File: config.mk
export PLATFORM = sky130hd
export DESIGN_NAME = cubic_bezier_easing_unit
export DESIGN_NICKNAME = d
export VERILOG_FILES = /design/src/hw/rtl/cbe_pkg.sv /design/src/hw/rtl/cubic_bezier_easing_unit.sv
export VERILOG_INCLUDE_DIRS = /design/src /design/src/hw/rtl
export SDC_FILE = /design/constraint.sdc
export NUM_CORES = 2
export LEC_CHECK = 0
export ABC_AREA = 1
export BUFFER_PORTS_ARGS = -buffer_cell sky130_fd_sc_hd__buf_2
export CORE_MARGIN = 2
export CORE_UTILIZATION = 40
export CTS_CLUSTER_DIAMETER = 60
export DETAILED_ROUTE_END_ITERATION = 16
export GPL_TIMING_DRIVEN = 1
export PLACE_DENSITY = 0.55
export SKIP_CTS_REPAIR_TIMING = 1
export SYNTH_ARGS = -nofsm -noshare
export SYNTH_HDL_FRONTEND = slang
export SYNTH_SLANG_ARGS = --single-unit
File: constraint.sdc
create_clock -name clk -period 21.2 [get_ports clk]
set_clock_uncertainty 0.05 [all_clocks]
set_input_delay 1.06 -clock clk [delete_from_list [all_inputs] [get_ports clk]]
set_output_delay 1.06 -clock clk [all_outputs]
set_load 0.005 [all_outputs]
File: src/hw/rtl/cubic_bezier_easing_unit_defines.svh
// Assertion shorthands shared by the RTL.
`ifndef CUBIC_BEZIER_EASING_UNIT_DEFINES_SVH
`define CUBIC_BEZIER_EASING_UNIT_DEFINES_SVH

// Check that a property holds at every clock edge outside reset.
`define CBE_CHECK(label, prop, msg) \
  label: assert property (@(posedge clk) disable iff (rst) prop) else $error(msg);

// Check that a condition never occurs outside reset.
`define CBE_NEVER(label, cond, msg) \
  label: assert property (@(posedge clk) disable iff (rst) !(cond)) else $error(msg);

`endif

File: src/hw/rtl/cbe_pkg.sv
package cbe_pkg;

  localparam int FRAC_BITS = 16;
  localparam logic [16:0] ONE = 17'd65536;
  localparam logic [16:0] TOL = 17'd7;

  // Control point constants, Q16 rounded to nearest
  localparam logic [16:0] C_0P25 = 17'd16384;
  localparam logic [16:0] C_0P42 = 17'd27525;
  localparam logic [16:0] C_0P58 = 17'd38011;
  localparam logic signed [18:0] C_0P10 = 19'sd6554;
  localparam logic signed [18:0] C_ONE_S = 19'sd65536;

  localparam logic [2:0] MODE_LINEAR      = 3'd0;
  localparam logic [2:0] MODE_EASE        = 3'd1;
  localparam logic [2:0] MODE_EASE_IN     = 3'd2;
  localparam logic [2:0] MODE_EASE_OUT    = 3'd3;
  localparam logic [2:0] MODE_EASE_IN_OUT = 3'd4;
  localparam logic [2:0] MODE_CUSTOM      = 3'd5;

  localparam logic [2:0] REG_CURVE_MODE = 3'd0;
  localparam logic [2:0] REG_CTRL_X1    = 3'd1;
  localparam logic [2:0] REG_CTRL_Y1    = 3'd2;
  localparam logic [2:0] REG_CTRL_X2    = 3'd3;
  localparam logic [2:0] REG_CTRL_Y2    = 3'd4;

  // Micro-program steps of the shared multiplier
  localparam logic [3:0] STEP_UU    = 4'd0;
  localparam logic [3:0] STEP_UT    = 4'd1;
  localparam logic [3:0] STEP_TT    = 4'd2;
  localparam logic [3:0] STEP_UUT   = 4'd3;
  localparam logic [3:0] STEP_UTT   = 4'd4;
  localparam logic [3:0] STEP_TTT   = 4'd5;
  localparam logic [3:0] STEP_PA    = 4'd6;
  localparam logic [3:0] STEP_PB    = 4'd7;
  localparam logic [3:0] STEP_SA    = 4'd8;
  localparam logic [3:0] STEP_SBA   = 4'd9;
  localparam logic [3:0] STEP_SB    = 4'd10;

  typedef enum logic [1:0] {
    ST_IDLE,
    ST_CALC,
    ST_DIV,
    ST_OUT
  } state_t;

  typedef enum logic [1:0] {
    PH_NEWTON,
    PH_BISECT,
    PH_FINAL
  } phase_t;

endpackage

File: src/hw/rtl/cubic_bezier_easing_unit.sv
// Flow: a request is accepted while idle; curve modes then run curve evaluations, slopes and
//   Newton divides, with a bisection fallback; linear modes give the result the cycle after acceptance.
//   The work is carried by the one shared multiplier and the 1-bit-per-cycle divider.
//   One request at a time: no new request is taken until the result has been handed out.
// Reset (synchronous, rst high): idle, no result pending, registers at their defaults.
`include "cubic_bezier_easing_unit_defines.svh"

module cubic_bezier_easing_unit
  import cbe_pkg::*;
#(
  parameter int NEWTON_STEPS = 8,
  parameter int BISECT_STEPS = 24
) (
  input  logic               clk,
  input  logic               rst,
  input  logic               in_valid,
  output logic               in_ready,
  input  logic signed [17:0] progress,
  output logic               out_valid,
  input  logic               out_ready,
  output logic signed [18:0] eased,
  input  logic               cfg_en,
  input  logic [2:0]         cfg_addr,
  input  logic [18:0]        cfg_data
);

  localparam int MAX_STEPS = (NEWTON_STEPS > BISECT_STEPS) ? NEWTON_STEPS : BISECT_STEPS;
  localparam int IW = $clog2(MAX_STEPS + 1);
  // Divider: dividend is |err| << 16, divisor is |slope|
  localparam int NW = 36;
  localparam int DW = 22;
  localparam int CW = $clog2(NW + 1);

  // Configuration registers
  logic [2:0]         curve_mode;
  logic [16:0]        ctrl_x1;
  logic signed [18:0] ctrl_y1;
  logic [16:0]        ctrl_x2;
  logic signed [18:0] ctrl_y2;

  always_ff @(posedge clk) begin
    if (rst) begin
      curve_mode <= MODE_LINEAR;
      ctrl_x1    <= '0;
      ctrl_y1    <= '0;
      ctrl_x2    <= ONE;
      ctrl_y2    <= C_ONE_S;
    end else if (cfg_en) begin
      unique case (cfg_addr)
        REG_CURVE_MODE: curve_mode <= cfg_data[2:0];
        REG_CTRL_X1:    ctrl_x1    <= cfg_data[16:0];
        REG_CTRL_Y1:    ctrl_y1    <= $signed(cfg_data);
        REG_CTRL_X2:    ctrl_x2    <= cfg_data[16:0];
        REG_CTRL_Y2:    ctrl_y2    <= $signed(cfg_data);
        default: ;
      endcase
    end
  end

  state_t state, state_next;
  phase_t phase;
  logic [3:0]  step;
  logic [IW-1:0] iter;

  // Working registers of the solver
  logic [16:0] x, t, lo, hi;
  logic [16:0] cx1, cx2;
  logic signed [18:0] cy1, cy2;
  logic signed [23:0] uu, ut, tt, uut, utt, acc;
  logic signed [23:0] err;

  // Divider registers
  logic [NW-1:0] quot;
  logic [DW:0]   rem;
  logic [DW-1:0] dvs;
  logic          qneg;
  logic [CW-1:0] dcnt;

  // Clamp progress to [0, ONE]
  logic [16:0] p_clamped;
  always_comb begin
    if (progress < 0)
      p_clamped = '0;
    else if (progress > $signed({1'b0, ONE}))
      p_clamped = ONE;
    else
      p_clamped = progress[16:0];
  end

  // Shared multiplier: operand select, multiply, round half up to Q16
  logic [17:0]        u;
  logic signed [19:0] op_a, op_b, coef_a, coef_b;
  logic signed [39:0] prod;
  logic signed [39:0] prod_rnd;
  logic signed [23:0] mres, mres3, mres6;

  assign u = 18'(ONE) - {1'b0, t};
  assign coef_a = (phase == PH_FINAL) ? 20'(cy1) : $signed({3'b0, cx1});
  assign coef_b = (phase == PH_FINAL) ? 20'(cy2) : $signed({3'b0, cx2});

  always_comb begin
    unique case (step)
      STEP_UU:  begin op_a = $signed({2'b0, u}); op_b = $signed({2'b0, u}); end
      STEP_UT:  begin op_a = $signed({2'b0, u}); op_b = $signed({3'b0, t}); end
      STEP_TT:  begin op_a = $signed({3'b0, t}); op_b = $signed({3'b0, t}); end
      STEP_UUT: begin op_a = 20'(uu);            op_b = $signed({3'b0, t}); end
      STEP_UTT: begin op_a = 20'(ut);            op_b = $signed({3'b0, t}); end
      STEP_TTT: begin op_a = 20'(tt);            op_b = $signed({3'b0, t}); end
      STEP_PA:  begin op_a = coef_a;             op_b = 20'(uut); end
      STEP_PB:  begin op_a = coef_b;             op_b = 20'(utt); end
      STEP_SA:  begin op_a = 20'(uu);            op_b = $signed({3'b0, cx1}); end
      STEP_SBA: begin
        op_a = 20'(ut);
        op_b = $signed({3'b0, cx2}) - $signed({3'b0, cx1});
      end
      STEP_SB:  begin
        op_a = 20'(tt);
        op_b = $signed({3'b0, ONE}) - $signed({3'b0, cx2});
      end
      default:  begin op_a = '0; op_b = '0; end
    endcase
  end

  assign prod     = op_a * op_b;
  assign prod_rnd = prod + 40'sd32768;
  assign mres     = prod_rnd[39:16];
  assign mres3    = mres + (mres <<< 1);
  assign mres6    = mres3 <<< 1;

  // Results at the end of a curve evaluation or of a slope
  logic signed [23:0] bez_val, slope_val, bez_err, err_abs;
  logic               match;
  assign bez_val   = acc + mres3;
  assign slope_val = acc + mres3;
  assign bez_err   = bez_val - $signed({7'b0, x});
  assign err_abs   = (bez_err < 0) ? -bez_err : bez_err;
  assign match     = err_abs <= $signed({7'b0, TOL});

  // Bisection bracket update
  logic [16:0] lo_new, hi_new;
  logic [17:0] mid_sum;
  assign lo_new  = (bez_err > 0) ? lo : t;
  assign hi_new  = (bez_err > 0) ? t : hi;
  assign mid_sum = {1'b0, lo_new} + {1'b0, hi_new};

  // Divider step and Newton update
  logic [DW:0]   rem_sh;
  logic          rem_ge;
  logic [NW-1:0] quot_fin;
  logic signed [NW+1:0] t_new_w;
  logic [16:0]   t_newton;
  assign rem_sh   = {rem[DW-1:0], quot[NW-1]};
  assign rem_ge   = rem_sh >= {1'b0, dvs};
  assign quot_fin = {quot[NW-2:0], rem_ge};
  always_comb begin
    if (qneg)
      t_new_w = $signed({{(NW-16){1'b0}}, t}) + $signed({2'b0, quot_fin});
    else
      t_new_w = $signed({{(NW-16){1'b0}}, t}) - $signed({2'b0, quot_fin});
    if (t_new_w < 0)
      t_newton = '0;
    else if (t_new_w > $signed({{(NW-16){1'b0}}, ONE}))
      t_newton = ONE;
    else
      t_newton = t_new_w[16:0];
  end

  // Output saturation
  logic signed [18:0] sat_val;
  always_comb begin
    if (bez_val > 24'sd262143)
      sat_val = 19'sd262143;
    else if (bez_val < -24'sd262144)
      sat_val = -19'sd262144;
    else
      sat_val = bez_val[18:0];
  end

  logic is_curve;
  assign is_curve = (curve_mode == MODE_EASE) || (curve_mode == MODE_EASE_IN) ||
                    (curve_mode == MODE_EASE_OUT) || (curve_mode == MODE_EASE_IN_OUT) ||
                    (curve_mode == MODE_CUSTOM);

  logic iter_last_newton, iter_last_bisect;
  assign iter_last_newton = iter == IW'(NEWTON_STEPS - 1);
  assign iter_last_bisect = iter == IW'(BISECT_STEPS - 1);

  // State register
  always_ff @(posedge clk) begin
    if (rst)
      state <= ST_IDLE;
    else
      state <= state_next;
  end

  // Next state and handshake outputs
  always_comb begin
    state_next = state;
    in_ready   = 1'b0;
    out_valid  = 1'b0;
    unique case (state)
      ST_IDLE: begin
        in_ready = 1'b1;
        if (in_valid)
          state_next = is_curve ? ST_CALC : ST_OUT;
      end
      ST_CALC: begin
        if (step == STEP_PB && phase == PH_FINAL)
          state_next = ST_OUT;
        else if (step == STEP_SB && slope_val != 0)
          state_next = ST_DIV;
      end
      ST_DIV: begin
        if (dcnt == CW'(NW - 1))
          state_next = ST_CALC;
      end
      ST_OUT: begin
        out_valid = 1'b1;
        if (out_ready)
          state_next = ST_IDLE;
      end
      default: state_next = ST_IDLE;
    endcase
  end

  // Solver datapath and sequencer counters
  always_ff @(posedge clk) begin
    if (rst) begin
      phase <= PH_NEWTON;
      step  <= STEP_UU;
      iter  <= '0;
      dcnt  <= '0;
    end else begin
      unique case (state)
        ST_IDLE: begin
          if (in_valid) begin
            // Latch the curve and start Newton from t = x
            x     <= p_clamped;
            t     <= p_clamped;
            lo    <= '0;
            hi    <= ONE;
            eased <= $signed({2'b0, p_clamped});
            phase <= PH_NEWTON;
            step  <= STEP_UU;
            iter  <= '0;
            unique case (curve_mode)
              MODE_EASE: begin
                cx1 <= C_0P25; cy1 <= C_0P10; cx2 <= C_0P25; cy2 <= C_ONE_S;
              end
              MODE_EASE_IN: begin
                cx1 <= C_0P42; cy1 <= '0; cx2 <= ONE; cy2 <= C_ONE_S;
              end
              MODE_EASE_OUT: begin
                cx1 <= '0; cy1 <= '0; cx2 <= C_0P58; cy2 <= C_ONE_S;
              end
              MODE_EASE_IN_OUT: begin
                cx1 <= C_0P42; cy1 <= '0; cx2 <= C_0P58; cy2 <= C_ONE_S;
              end
              default: begin
                // Custom; saturate control x to ONE
                cx1 <= (ctrl_x1 > ONE) ? ONE : ctrl_x1;
                cx2 <= (ctrl_x2 > ONE) ? ONE : ctrl_x2;
                cy1 <= ctrl_y1;
                cy2 <= ctrl_y2;
              end
            endcase
          end
        end
        ST_CALC: begin
          step <= step + 4'd1;
          unique case (step)
            STEP_UU:  uu  <= mres;
            STEP_UT:  ut  <= mres;
            STEP_TT:  tt  <= mres;
            STEP_UUT: uut <= mres;
            STEP_UTT: utt <= mres;
            STEP_TTT: acc <= mres;
            STEP_PA:  acc <= acc + mres3;
            STEP_SA:  acc <= mres3;
            STEP_SBA: acc <= acc + mres6;
            STEP_PB: begin
              step <= STEP_UU;
              priority case (phase)
                PH_FINAL: eased <= sat_val;
                PH_NEWTON: begin
                  if (match) begin
                    phase <= PH_FINAL;
                  end else begin
                    err  <= bez_err;
                    step <= STEP_SA;
                  end
                end
                default: begin
                  // Bisection: stop on a match, else halve the bracket and stop after the last step
                  if (match) begin
                    phase <= PH_FINAL;
                  end else begin
                    lo   <= lo_new;
                    hi   <= hi_new;
                    t    <= mid_sum[17:1];
                    iter <= iter + IW'(1);
                    if (iter_last_bisect)
                      phase <= PH_FINAL;
                  end
                end
              endcase
            end
            STEP_SB: begin
              step <= STEP_UU;
              if (slope_val == 0) begin
                // Flat slope: drop Newton and restart with bisection
                phase <= PH_BISECT;
                t     <= x;
                lo    <= '0;
                hi    <= ONE;
                iter  <= '0;
              end else begin
                quot <= NW'((err < 0) ? -err : err) << FRAC_BITS;
                rem  <= '0;
                dvs  <= DW'((slope_val < 0) ? -slope_val : slope_val);
                qneg <= (err < 0) != (slope_val < 0);
                dcnt <= '0;
              end
            end
            default: step <= STEP_UU;
          endcase
        end
        ST_DIV: begin
          // Restoring division, one quotient bit per cycle
          quot <= quot_fin;
          rem  <= rem_ge ? (rem_sh - {1'b0, dvs}) : rem_sh;
          dcnt <= dcnt + CW'(1);
          if (dcnt == CW'(NW - 1)) begin
            iter <= iter + IW'(1);
            if (iter_last_newton) begin
              phase <= PH_BISECT;
              t     <= x;
              lo    <= '0;
              hi    <= ONE;
              iter  <= '0;
            end else begin
              t <= t_newton;
            end
          end
        end
        ST_OUT: ;
        default: ;
      endcase
    end
  end

  `CBE_CHECK(a_t_in_range, (state != ST_IDLE) |-> t <= ONE, "curve parameter above one")
  `CBE_NEVER(a_ready_and_valid, in_ready && out_valid, "accepting while result pending")
  `CBE_CHECK(a_bracket, (state == ST_CALC && phase == PH_BISECT) |-> lo <= hi, "bad bracket")
  `CBE_CHECK(a_div_entry, $rose(state == ST_DIV) |-> $past(step == STEP_SB), "stray divide")

endmodule

* Word-level counts from Yosys, hierarchy flattened
Cells that the tools add are included.
Storage, ports and cells: register bits after elaboration 482, latch bits 0, RAM bits 0, ROM bits 0, input bits 45, word-level logic and storage cells 251, memories 0
Operators by class: add/subtract/negate cells 18, $mul 1, divide/modulo/power cells 0, magnitude comparators 14, equality and inequality tests 43, shift-type cells 0, mux-type cells 92, bitwise gates (word level) 3, reductions and logical operators 50
Operators with widths (count):
- $mux W17 | 26
- $pmux W20 S7 | 2
- $pmux W17 S3 | 5
- $pmux W17 S2 | 3
- $pmux W24 S4 | 1
- $mux W19 | 5
- $mux W22 | 4
- $pmux W19 S2 | 2
- $add A24 B24 Y24 | 3
- $lt A24 B1 Y1 const B | 3
- $mux W36 | 2
- $pmux W36 S2 | 1
- $mux W20 | 3
- $pmux W22 S2 | 1
- $add A40 B17 Y40 const B | 1
- $mul A20 B20 Y40 | 1
- $gt A38 B18 Y1 const B | 1
- $lt A38 B1 Y1 const B | 1
- $mux W38 | 1
- $add A17 B36 Y37 | 1
- $sub A17 B36 Y37 | 1
- $sub A17 B17 Y18 const A | 2
- $gt A17 B17 Y1 const B | 2
- $logic_not A32 Y1 | 1
- 68 further kinds | 148

* Longest topological paths before layout
depth in word-level cells 15, gate-level depth with buffers 120

* Worst setup path before layout
No wires, ideal clock.
path kind reg-to-reg, from reg cx1[0], to reg t[15], data pin, library setup time 0.276 ns, data arrival time 16.160 ns, slack 4.713 ns, stages on the path, launching flop included 105, path buffers 2, clock period less this slack 16.487 ns, path through edfxtp_1 -> ha_1 -> fa_1 -> o31ai_1 -> inv_1 -> nor2_1 -> nor2_1 -> nor2_1 -> nor2_1 -> nor2_1 -> nor2_1 -> nor2_1 -> nor2_1 -> nor2_1 -> nor2_1 -> inv_1 -> a21oi_1 -> or2_2 -> [69 not listed] -> o21ai_0 -> and2_1 -> o21ai_0 -> nand2_1 -> nand2_1 -> nand2_1 -> a21oi_1 -> inv_1 -> nand2_1 -> nand2_1 -> a21oi_1 -> nor2_1 -> nor2_1 -> nor2_1 -> nor3_1 -> o221ai_1 -> inv_1 -> a22oi_1
Between the ends: cells in the longest elaborated chain, start to end 14, elaborated cells on any way between the ends 17, classes of those cells add/sub: 6; mul: 1; order compare: 1; mux: 9
Ends and longest elaborated chain:
- from (decl) | RTL line cubic_bezier_easing_unit.sv:67 | logic [16:0] cx1, cx2;
- from (signal assigned) | RTL line cubic_bezier_easing_unit.sv:261 | cx1 <= (ctrl_x1 > ONE) ? ONE : ctrl_x1;
- $sub A17 B17 Y18 or $mux W20 (tied branches) | RTL line cubic_bezier_easing_unit.sv:114, cubic_bezier_easing_unit.sv:98
- $pmux W20 S7 | RTL line cubic_bezier_easing_unit.sv:102 | unique case (step)
- $mul A20 B20 Y40 (*) | RTL line cubic_bezier_easing_unit.sv:124 | assign prod = op_a * op_b;
- $add A40 B17 Y40 (*) | RTL line cubic_bezier_easing_unit.sv:125 | assign prod_rnd = prod + 40'sd32768;
- named net prod_rnd[21] | RTL line cubic_bezier_easing_unit.sv:94 | logic signed [39:0] prod_rnd;
- $add A24 B24 Y24 (*) | RTL line cubic_bezier_easing_unit.sv:127 | assign mres3 = mres + (mres <<< 1);
- $add A24 B24 Y24 (*) | RTL line cubic_bezier_easing_unit.sv:133 | assign bez_val = acc + mres3;
- $sub A24 B18 Y24 (*) | RTL line cubic_bezier_easing_unit.sv:135 | assign bez_err = bez_val - $signed({7'b0, x});
- named net bez_err[13] | RTL line cubic_bezier_easing_unit.sv:131 | logic signed [23:0] bez_val, slope_val, bez_err, err_abs;
- $gt A24 B1 Y1 (*) | RTL line cubic_bezier_easing_unit.sv:143 | assign hi_new = (bez_err > 0) ? t : hi;
- $mux W17 (*) | RTL line cubic_bezier_easing_unit.sv:143
- named net hi_new[1] | RTL line cubic_bezier_easing_unit.sv:140 | logic [16:0] lo_new, hi_new;
- $add A17 B17 Y18 (*) | RTL line cubic_bezier_easing_unit.sv:144 | assign mid_sum = {1'b0, lo_new} + {1'b0, hi_new};
- $mux W17 (*) | RTL line cubic_bezier_easing_unit.sv:295 | if (match) begin
- $mux W17 (*) | RTL line cubic_bezier_easing_unit.sv:283 | priority case (phase)
- $pmux W17 S2 (*) | RTL line cubic_bezier_easing_unit.sv:271 | unique case (step)
- $pmux W17 S3 (*) | RTL line cubic_bezier_easing_unit.sv:234 | unique case (state)
- to (signal assigned) | RTL line cubic_bezier_easing_unit.sv:239 | t <= p_clamped;
- to (signal assigned) | RTL line cubic_bezier_easing_unit.sv:300 | t <= mid_sum[17:1];
- to (signal assigned) | RTL line cubic_bezier_easing_unit.sv:342 | t <= t_newton;
- to (decl) | RTL line cubic_bezier_easing_unit.sv:66 | logic [16:0] x, t, lo, hi;
Mark *: on every way through the listed nets, which the timed path passes. The rest lies on a longest branch. The select of a mux whose other input is x is not followed. A chain may end at the register's enable or synchronous reset.

* Worst setup path after layout
from reg cx2[2], to reg t[15], data pin
Between the ends: cells in the longest elaborated chain, start to end 14, elaborated cells on any way between the ends 18, classes of those cells add/sub: 7; mul: 1; order compare: 1; mux: 9
Ends and longest elaborated chain:
- from (decl) | RTL line cubic_bezier_easing_unit.sv:67
- from (signal assigned) | RTL line cubic_bezier_easing_unit.sv:262 | cx2 <= (ctrl_x2 > ONE) ? ONE : ctrl_x2;
- $sub A17 B17 Y18, or another cell as far along | RTL line cubic_bezier_easing_unit.sv:118 | op_b = $signed({3'b0, ONE}) - $signed({3'b0, cx2});
- $pmux W20 S7 | RTL line cubic_bezier_easing_unit.sv:102
- $mul A20 B20 Y40 (*) | RTL line cubic_bezier_easing_unit.sv:124
- $add A40 B17 Y40 (*) | RTL line cubic_bezier_easing_unit.sv:125
- named net prod_rnd[22] | RTL line cubic_bezier_easing_unit.sv:94
- $add A24 B24 Y24 (*) | RTL line cubic_bezier_easing_unit.sv:127
- $add A24 B24 Y24 (*) | RTL line cubic_bezier_easing_unit.sv:133
- $sub A24 B18 Y24 (*) | RTL line cubic_bezier_easing_unit.sv:135
- named net bez_err[15] | RTL line cubic_bezier_easing_unit.sv:131
- $gt A24 B1 Y1 (*) | RTL line cubic_bezier_easing_unit.sv:143
- $mux W17 (*) | RTL line cubic_bezier_easing_unit.sv:143
- named net hi_new[1] | RTL line cubic_bezier_easing_unit.sv:140
- $add A17 B17 Y18 (*) | RTL line cubic_bezier_easing_unit.sv:144
- $mux W17 (*) | RTL line cubic_bezier_easing_unit.sv:295
- $mux W17 (*) | RTL line cubic_bezier_easing_unit.sv:283
- $pmux W17 S2 (*) | RTL line cubic_bezier_easing_unit.sv:271
- $pmux W17 S3 (*) | RTL line cubic_bezier_easing_unit.sv:234
Marked as above.

==> results by group <==
Worst setup path
  – Startpoint types: register
  – Reg-to-Reg End: t[15]$_DFFE_PP_
  – Buffers plus inverters on the worst setup path: 16
  – Data arrival time of the critical path: just under 20 ns
  – Delay of the slowest cell on the worst path: 0.55 ns
  – Kind of capture point of the worst setup path: register
  – Worst path depth: 104
  – Origin of the worst setup path: cx2[2]$_DFFE_PP_
  – Startpoint of the most critical register-to-register path: cx2[2]$_DFFE_PP_
  – Setup slack on the worst flop-to-flop path: 1.66 ns
  – Class of the most critical setup path: reg -> reg
  – Kind of cell with the highest combined delay on the critical path: simple AND/OR/NAND/NOR gates
  – Register-to-Register Path Depth: 104
  – CP max FO: 26
  – Worst setup path endpoint: t[15]$_DFFE_PP_
  – Required time at the worst-slack endpoint: ~22 ns
  – Cell occurring most often along the worst timing path: nor2_1
  – Slowest cell on the critical path: fa_1

Floorplanning
  – Cell Rows: ~130
  – Area enclosed by the die boundary: between 100000 and 150000 µm²
  – Num ports: 66
  – Floorplan die height: 350 µm
  – Core Region: 119000 µm²
  – Die Wd: between 300 and 400 µm
  – Initial core utilization: 0.402

STA
  – Setup-failing EPs final: 0
  – Max Clock Freq: ~51 MHz
  – Shortest clock period the worst path allows after layout: approximately 20 ns
  – Final total negative setup slack: 0 ns
  – RSZ-0062 raised after global routing: false
  – Post-route worst hold slack: 0.402 ns
  – Final hold violation count: 0
  – Relative slew slack: 0.308
  – Crit share post-route: 0.922
  – Slew of the pin with the lowest slew margin: around 1.0 ns
  – Max-slew violation total from the final report: 0

Route
  – First drt pass iteration count: 5
  – Count of routing violations after the opening detailed-route iteration: 4052
  – Avg Vias per Cell: 5.32
  – Final wirelength: 168000 µm
  – Count of unresolved DRC violations after routing: 0
  – Routed length per instance: 21.8 µm
  – Count of antenna-violating nets left after detailed routing: 0
  – Via count: 40900

Logic synthesis
  – Number of enable-type register cells in the synthesized netlist: 385
  – Number of nets in the synthesized netlist: 6759
  – Netlist area before placement: 47900 µm²
  – Share of synthesized area occupied by flip-flops and latches: 0.280
  – Dominant combinational cell family by area after synthesis: adder cells
  – Arithmetic-cell share of the synthesized area counting full adders, half adders and majority gates: 0.257
  – Seq cells post-synth: 479
  – Avg Inst Size Synth: 8.01 µm²
  – Xor and xnor fraction of the mapped netlist area: 0.0353
  – Post-synthesis instance total: 5988
  – Share of synthesized flip-flops with an asynchronous set or reset: 0
  – Post-synthesis cell type count: 71
  – Dominant register cell in the synthesized netlist: edfxtp_1
  – Fraction of the mapped netlist area in simple logic gates: 0.186
  – Synth Area in Compound Gates: 0.128
  – Mux share of post-synthesis cell area: 0.000209
  – YS warnings: 0

CTS
  – Clock tree from TritonCTS: done
  – Worst-skew pair later-pin latency: roughly 0.7 ns
  – Clock transition at the registers of the reported paths: 0.06 ns
  – Inserted Clock Buffers: 59
  – Longest Clk Path Bufs: 3
  – Maximum level of the CTS H-tree: 2
  – Clock sinks: about 480
  – Root buf cell: clkbuf_16

Global routing
  – Via count of the first global-routing pass: 39700
  – Gr ovfl total: 0
  – GRT Util Overall: 0.275
  – Wire length of the first global-routing pass: 253000 µm
  – Maximum number of pins on one net before global-route repair: 79
  – Antenna violations before repair: 10

Min path
  – Class of the worst hold path: reg -> reg

Placement
  – Global placer's final weighted congestion: between 0.9 and 1
  – Cell Area, Placed: ~50000 µm²
  – Total half-perimeter wirelength after legalization and detailed placement: 136000 µm
  – PortBufs: between 60 and 70

Final layout
  – Fin nets: 6804
  – Filler Cells Inserted: 12100
  – Fraction of layout instances using a drive strength above 1: 0.0663
  – Post-route design area: 52500 µm²
  – Layout-stage area growth over the synthesis result: 9.55%
  – Antenna cells: 0

Job
  – Max-cap viol count: 0

Status
  – Outcome: finished, final reports clean
worst min-delay path: cells and delay by family, from the launching register on:
kind	cells	cell delay, ns
flops	1	0.30
buf+inv	1	0.06
compound gates	1	0.05
cell usage after synthesis, types with 16 or more instances:
cell type / number / area, µm²
inv_1: 1225 / 4600
nand2_1: 1046 / 3930
nor2_1: 540 / 2030
a21oi_1: 440 / 2200
fa_1: 430 / 8610
edfxtp_1: 385 / 11600
o21ai_0: 344 / 1720
ha_1: 296 / 3700
nand3_1: 194 / 971
xor2_1: 145 / 1270
clkbuf_1: 141 / 529
nor3_1: 96 / 480
dfxtp_1: 94 / 1880
nand4_1: 49 / 307
a211oi_1: 44 / 330
xnor2_1: 41 / 359
a31oi_1: 40 / 250
nor4_1: 34 / 213
or2_2: 34 / 213
nand2_2: 26 / 163
o31ai_1: 24 / 180
o2111ai_1: 23 / 201
o211ai_1: 20 / 150
nand3b_1: 18 / 135
o21ai_1: 18 / 90.1
clkinv_1: 17 / 63.8
o21a_1: 17 / 128
a221oi_1: 16 / 140
metal layers:
layer,global-route usage,vias to the layer above,wire length (µm)
met2,0.416,1597,72300
met1,0.391,19700,74600
met3,0.0524,254,13800
met4,0.100,2,6850
li1,-,19400,-
met5,0,-,9
cell families after synthesis:
group                    after synthesis
multiplexers                           1
XOR/XNOR                             190
AO/OA/AOI/OAI                       1079
adder cells (fa/ha/maj)              726
AND/OR/NAND/NOR                     2085
buffers and inverters               1428
flip-flops                           479
registers in the layout, indices dropped and copies added, names as in the netlist, 19 cells and up:
| signal | cells |
|---|---|
| quot | 36 |
| acc | 24 |
| dvs | 22 |
| rem | 22 |
| err | 21 |
| tt | 20 |
| ut | 20 |
| utt | 20 |
| uu | 20 |
| uut | 20 |
| ctrl_y1 | 19 |
| ctrl_y2 | 19 |
| cy1 | 19 |
| cy2 | 19 |
| eased | 19 |
worst min path at each step:
stage                                  start                        to  depth (start not counted)
floorplan           ctrl_y1[10]$_SDFFE_PP0P_  ctrl_y1[10]$_SDFFE_PP0P_                          2
global route         ctrl_y1[2]$_SDFFE_PP0P_   ctrl_y1[2]$_SDFFE_PP0P_                          2
finish              ctrl_y2[12]$_SDFFE_PP0P_  ctrl_y2[12]$_SDFFE_PP0P_                          2
detailed placement   ctrl_y2[3]$_SDFFE_PP0P_   ctrl_y2[3]$_SDFFE_PP0P_                          2
global placement     ctrl_y2[3]$_SDFFE_PP0P_   ctrl_y2[3]$_SDFFE_PP0P_                          2
CTS                  ctrl_y2[3]$_SDFFE_PP0P_   ctrl_y2[3]$_SDFFE_PP0P_                          2
through the flow:
| stage | setup slack (ns) | std cells | utilization |
|---|---|---|---|
| global placement | 1.83 | 7584 | 0.422 |
| detailed placement | 1.58 | 7584 | 0.422 |
| finish | 1.66 | 7694 | 0.440 |
| floorplan | 4.71 | 5988 | - |
| CTS | 1.53 | 7694 | 0.440 |
| global route | 0.110 | 7694 | 0.440 |
area by class of cell:
type | instances | area, µm² | area share
inverter | 1254 | 4710 | 0.0897
tap | 1612 | 2020 | 0.0384
sequential | 479 | 13400 | 0.256
clock inverter | 42 | 495 | 0.00944
multi-input combinational | 4081 | 29200 | 0.556
clock buffer | 68 | 1610 | 0.0307
timing repair buffer | 158 | 1020 | 0.0195
cells in the final DEF (no fill, tap or decap), types with 143 or more instances in the layout:
master / count
nor2_1: 529
nand3_1: 193
inv_1: 1223
fa_1: 430
nand2_1: 1044
edfxtp_1: 385
xor2_1: 143
a21oi_1: 440
ha_1: 295
o21ai_0: 344
Power is not shown: default switching activity piles up to over one toggle a cycle in this logic, so the estimate is an artifact.
